===== config.mk =====
export PLATFORM = sky130hd
export DESIGN_NAME = fft64_front
export DESIGN_NICKNAME = d
export VERILOG_FILES = /design/src/sv/fft64_pkg.sv /design/src/sv/fft64_front.sv
export VERILOG_INCLUDE_DIRS = /design/src /design/src/sv
export SDC_FILE = /design/constraint.sdc
export NUM_CORES = 1
export LEC_CHECK = 0
export BUFFER_PORTS_ARGS = -buffer_cell sky130_fd_sc_hd__buf_4
export CORE_UTILIZATION = 35
export DETAILED_ROUTE_END_ITERATION = 8
export GPL_TIMING_DRIVEN = 0
export SLEW_MARGIN = 30
export SYNTH_ARGS = -nofsm -noshare
export SYNTH_HDL_FRONTEND = slang
export SYNTH_SLANG_ARGS = --single-unit

===== constraint.sdc =====
create_clock -name clock -period 5.5 [get_ports clock]
set_clock_uncertainty 0.05 [all_clocks]
set_input_delay 0.55 -clock clock [delete_from_list [all_inputs] [get_ports clock]]
set_output_delay 0.55 -clock clock [all_outputs]
set_load 0.1 [all_outputs]

===== src/sv/fft_64_point_radix2_assert.svh =====
// Assertion macros shared by the FFT block.
`ifndef FFT_64_POINT_RADIX2_ASSERT_SVH
`define FFT_64_POINT_RADIX2_ASSERT_SVH
`ifndef SYNTH
// property holds at every edge out of reset
`define FFT_ASSERT(lbl, prop) \
   lbl: assert property (@(posedge clock) disable iff (reset) (prop)) \
      else $error("fft assertion failed");
// antecedent implies consequent in the same cycle
`define FFT_ASSERT_IMP(lbl, ante, cons) \
   lbl: assert property (@(posedge clock) disable iff (reset) (ante) |-> (cons)) \
      else $error("fft assertion failed");
`else
`define FFT_ASSERT(lbl, prop)
`define FFT_ASSERT_IMP(lbl, ante, cons)
`endif
`endif


===== src/sv/fft64_pkg.sv =====
// ----------------------------------------------------------------------------
// fft64_pkg
// Constants, types and helper functions of the 64-point radix-2 FFT.
// ----------------------------------------------------------------------------
package fft64_pkg;

   localparam int POINTS    = 64;
   localparam int ADDR_W    = 6;
   localparam int SAMPLE_W  = 16;
   localparam int TW_W      = 16;
   localparam int DATA_W    = 23;
   localparam int PROD_W    = DATA_W + TW_W;
   localparam int QUEUE_D   = 4;
   localparam int QPTR_W    = 2;

   typedef struct packed {
      logic [ADDR_W-1:0]          addr;
      logic signed [SAMPLE_W-1:0] re;
      logic signed [SAMPLE_W-1:0] im;
      logic                       last;
   } q_entry_type;

   typedef struct packed {
      logic signed [TW_W-1:0] re;
      logic signed [TW_W-1:0] im;
   } tw_type;

   typedef enum logic [9:0] {
      ST_LOAD    = 10'b0000000001,
      ST_RD_K    = 10'b0000000010,
      ST_RD_C    = 10'b0000000100,
      ST_MUL     = 10'b0000001000,
      ST_SUM     = 10'b0000010000,
      ST_WR_K    = 10'b0000100000,
      ST_WR_C    = 10'b0001000000,
      ST_EM_RD   = 10'b0010000000,
      ST_EM_LD   = 10'b0100000000,
      ST_EM_WAIT = 10'b1000000000
   } state_type;

   // cos(2*pi*k/64), Q1.15, quarter wave
   function automatic logic signed [TW_W-1:0] qcos(input logic [4:0] k);
      logic signed [TW_W-1:0] v;
      case (k)
         5'd0:  v = 16'sd32767;
         5'd1:  v = 16'sd32610;
         5'd2:  v = 16'sd32138;
         5'd3:  v = 16'sd31357;
         5'd4:  v = 16'sd30274;
         5'd5:  v = 16'sd28899;
         5'd6:  v = 16'sd27246;
         5'd7:  v = 16'sd25330;
         5'd8:  v = 16'sd23170;
         5'd9:  v = 16'sd20788;
         5'd10: v = 16'sd18205;
         5'd11: v = 16'sd15447;
         5'd12: v = 16'sd12540;
         5'd13: v = 16'sd9512;
         5'd14: v = 16'sd6393;
         5'd15: v = 16'sd3212;
         default: v = 16'sd0;
      endcase
      return v;
   endfunction

   function automatic tw_type twiddle(input logic [4:0] k);
      tw_type w;
      if (k <= 5'd16) begin
         w.re = qcos(k);
         w.im = -qcos(5'd16 - k);
      end else begin
         w.re = -qcos(5'd0 - k);   // 32 - k modulo 32
         w.im = -qcos(k - 5'd16);
      end
      return w;
   endfunction

   function automatic logic [ADDR_W-1:0] bit_rev(input logic [ADDR_W-1:0] i);
      logic [ADDR_W-1:0] r;
      for (int b = 0; b < ADDR_W; b++) r[b] = i[ADDR_W-1-b];
      return r;
   endfunction

   function automatic logic signed [DATA_W-1:0] sat(input logic signed [DATA_W+2:0] v);
      logic signed [DATA_W+2:0] hi;
      logic signed [DATA_W+2:0] lo;
      hi = (DATA_W+3)'((1 << (DATA_W-1)) - 1);
      lo = -hi - (DATA_W+3)'(1);
      if (v > hi)      return DATA_W'(hi);
      else if (v < lo) return DATA_W'(lo);
      else             return DATA_W'(v);
   endfunction

endpackage


===== src/sv/fft64_front.sv =====
// ----------------------------------------------------------------------------
// fft64_front
// Accepts samples, tags each with its bit-reversed address and frame end,
// and queues them for the compute engine.
// ----------------------------------------------------------------------------
`include "fft_64_point_radix2_assert.svh"

module fft64_front (
   input  logic                                 clock,
   input  logic                                 reset,
   input  logic                                 req_valid,
   output logic                                 req_stall,
   input  logic signed [fft64_pkg::SAMPLE_W-1:0] req_sample_re,
   input  logic signed [fft64_pkg::SAMPLE_W-1:0] req_sample_im,
   output logic                                 q_valid,
   output fft64_pkg::q_entry_type               q_entry,
   input  logic                                 q_pop
);

   fft64_pkg::q_entry_type          slot_ff [fft64_pkg::QUEUE_D];
   logic [fft64_pkg::QPTR_W-1:0]    wr_ptr_ff, wr_ptr_in;
   logic [fft64_pkg::QPTR_W-1:0]    rd_ptr_ff, rd_ptr_in;
   logic [fft64_pkg::QPTR_W:0]      count_ff, count_in;
   logic [fft64_pkg::ADDR_W-1:0]    load_count_ff, load_count_in;
   logic                            push;
   logic                            pop;
   fft64_pkg::q_entry_type          new_entry;

   assign req_stall = (count_ff == (fft64_pkg::QPTR_W+1)'(fft64_pkg::QUEUE_D));
   assign push      = req_valid && !req_stall;
   assign q_valid   = (count_ff != '0);
   assign pop       = q_pop && q_valid;
   assign q_entry   = slot_ff[rd_ptr_ff];

   always_comb begin
      new_entry.addr = fft64_pkg::bit_rev(load_count_ff);
      new_entry.re   = req_sample_re;
      new_entry.im   = req_sample_im;
      new_entry.last = (load_count_ff == '1);
      wr_ptr_in      = push ? wr_ptr_ff + 1'b1 : wr_ptr_ff;
      rd_ptr_in      = pop ? rd_ptr_ff + 1'b1 : rd_ptr_ff;
      load_count_in  = push ? load_count_ff + 1'b1 : load_count_ff;
      count_in       = count_ff;
      if (push && !pop)      count_in = count_ff + 1'b1;
      else if (pop && !push) count_in = count_ff - 1'b1;
   end

   always_ff @(posedge clock) begin
      if (push) slot_ff[wr_ptr_ff] <= new_entry;
   end

   always_ff @(posedge clock) begin
      if (reset) begin
         wr_ptr_ff     <= '0;
         rd_ptr_ff     <= '0;
         count_ff      <= '0;
         load_count_ff <= '0;
      end else begin
         wr_ptr_ff     <= wr_ptr_in;
         rd_ptr_ff     <= rd_ptr_in;
         count_ff      <= count_in;
         load_count_ff <= load_count_in;
      end
   end

   `FFT_ASSERT(a_count_bound, count_ff <= (fft64_pkg::QPTR_W+1)'(fft64_pkg::QUEUE_D))
   `FFT_ASSERT(a_ptr_gap, (wr_ptr_ff - rd_ptr_ff) == count_ff[fft64_pkg::QPTR_W-1:0])

endmodule


==> flow_summary.json <==
{
  "grt_pass1_vias": 3258,
  "clock_latency_ns": 0.42,
  "grt-ovfl-total": 0,
  "drv_cap": 0,
  "ir_drop_mv": 0.3256,
  "cts_buffers": 17,
  "drc": 0,
  "synth_warnings": 0,
  "rsz0062_at_grt": "no",
  "place_area_um2": 7295,
  "fin_util_pct": 45.30,
  "min_from": "req_sample_re[6]",
  "dpl.cell_count": 590,
  "num_vias": 3052,
  "setup_viol": 0,
  "p_sw_mw": 1.906,
  "antenna_found_initial": 0,
  "max_freq_mhz": 348.5,
  "whs_path_depth": 1,
  "end_kind": "output port",
  "worstPathRequired_ns": 4.90,
  "syn_nets": 329,
  "antenna_left": 0,
  "htree_levels": 4,
  "ioPinCount": 77,
  "fin_nets": 427,
  "seq_area_frac_synth_pct": 78.50,
  "drive_gt1_share_pct": 41.06,
  "core_area_um2": 17480,
  "pwr-share-seq_pct": 34.0,
  "fin_cells": 622,
  "slew_headroom_pct": 52.28,
  "p_comb_share_pct": 39.6,
  "cts_resized": 0,
  "hold_viol_final": 0,
  "start_util_pct": 36.33,
  "syn-cell-area_um2": 6350,
  "ff2ff_path_depth": 11,
  "fin_total_pwr_mw": 4.693,
  "ys_ff_latch": 171,
  "min_period_ns": 2.870,
  "tightest_slew_ns": 0.7158,
  "yosys.area.top_type_share_pct": 73.77,
  "worst_setup_path_start_kind": "register",
  "p_int_mw": 2.787,
  "critPathArrivalTime_ns": 2.27,
  "area_growth_syn_to_layout_pct": 24.69,
  "clock_path_buffers": 2,
  "hpwlAfterDp_um": 7340,
  "rows": 48,
  "clock_sinks": 171,
  "synth_edf_count": 156,
  "yosysUniqueCellTypes": 30,
  "ys_top_cells_by_area": "edfxtp_1 (74%), mux4_2 (14%), dfxtp_1 (4.7%)",
  "cts_tree": "built",
  "die_area_um2": 18690,
  "final_common_cell": "edfxtp_1",
  "synthArstFlopShare_pct": 0,
  "swShare_pct": 40.62,
  "cellLeakagePower_nw": 2.672,
  "hold_buffers": 0,
  "critPathMaxFanout": 10,
  "grt_pass1_wl_um": 17550,
  "die_y_um": 136.7,
  "reg2reg_from": "count_ff[0]",
  "crit_type": "register to output port",
  "firstDrtPassIters": 5,
  "route.detailed.wl_per_inst_um": 18.51,
  "powerDensity_nw_per_um2": 592.7,
  "synthFlopType": "edfxtp_1",
  "finalCritPeriodShare_pct": 52.18,
  "viasPerCell": 4.907,
  "drt-total-wl_um": 11510,
  "grt_max_degree": 23,
  "final_cell_mix": "edfxtp_1 (156), buf_4 (77), mux4_2 (39)",
  "yosys.area.top_type": "edfxtp_1",
  "postCtsSetupBuffers": 0,
  "first_iter_violations": 155,
  "synthCells": 286,
  "grt_usage_pct": 13.44,
  "chipWidth_um": 136.7,
  "maxSlewViolCount": 0,
  "finalSetupTns_ns": 0,
  "n_antenna_cell": 0,
  "path_clk_slew_ns": 0.06,
  "status": "complete, no violations",
  "min_path_type": "input port to register",
  "numPortBuffers": 75,
  "syn_area_per_cell_um2": 22.20,
  "gp_congestion": 0.7195,
  "design_area_um2": 7918,
  "p_clk_share_pct": 26.4,
  "cts_root_buffer": "clkbuf_16"
}
==> sequential cells by signal, indices dropped and copies added (netlist names), named ones only <==
register,flops
count_ff,3
wr_ptr_ff,2
slot_ff,156
load_count_ff,6
rd_ptr_ff,2
==> per-stage QoR <==
stage                     setup slack (ns)  hold slack [ns]
after global placement               2.467           0.4563
after floorplan                      3.138           0.4280
after global routing                 2.490           0.2584
after detailed placement             2.990           0.4674
final                                2.630           0.2722
after CTS                            2.524           0.2532
==> area by class of cell <==
class | instances | area (µm²)
Fill cell | 1504 | 9559
Buffer | 12 | 66.31
Inverter | 5 | 18.77
Tap cell | 225 | 281.5
Sequential cell | 171 | 4985
Clock buffer | 17 | 425.4
Clock inverter | 15 | 197.7
Multi-Input combinational cell | 98 | 1300
Timing Repair Buffer | 79 | 643.1
==> routing by layer <==
layer	vias to the layer above	GRT usage (%)	part of all wire, %
li1	1382	-	-
met1	1578	16.18	41
met2	73	22.31	52
met3	19	3.593	4.9
met4	0	6.667	2.0
met5	-	0	0
==> power by group through the flow <==
stage | logic (mW) | registers [mW] | clock network, mW
after floorplan | 1.50 | 1.62 | 0
after global placement | 1.86 | 1.63 | 0
after detailed placement | 1.89 | 1.63 | 0
after CTS | 1.89 | 1.60 | 1.27
after global routing | 1.94 | 1.61 | 1.31
final | 1.86 | 1.60 | 1.24
==> Yosys cell counts, drive strengths merged, types with 2 or more instances <==
cell,count
xor2,4
a21oi,8
o31ai,3
nand2,2
mux4,39
ha,6
or4,2
nor2,8
clkbuf,3
inv,4
edfxtp,156
dfxtp,15
buf,9
and3,4
nand3,5
o21ai,6
or3,4
==> critical path: stages (launching register included) <==
cell and delay [ns]:
dfxtp_1 0.35, buf_2 0.29, buf_1 0.54, mux4_2 0.42, buf_4 0.25
==> final timing paths <==
check | to | slack (ns)
max | q_entry[24] | 2.63
min | slot_ff[1][23] | 0.27
max reg2reg | count_ff[2] | 3.09
min reg2reg | wr_ptr_ff[1] | 0.47
==> logic make-up (layout without fill, tap and decap cells) <==
group | Yosys count | in the layout | share of synthesized area [%]
mux | 41 | 41 | 14.17
compound gates | 18 | 18 | 1.596
simple gates | 28 | 28 | 2.345
buf+inv | 17 | 128 | 1.340
fa+ha+maj | 7 | 7 | 1.498
flops | 171 | 171 | 78.50
xor+xnor | 4 | 4 | 0.5517
Note: power is estimated with default switching activity, not from simulation.
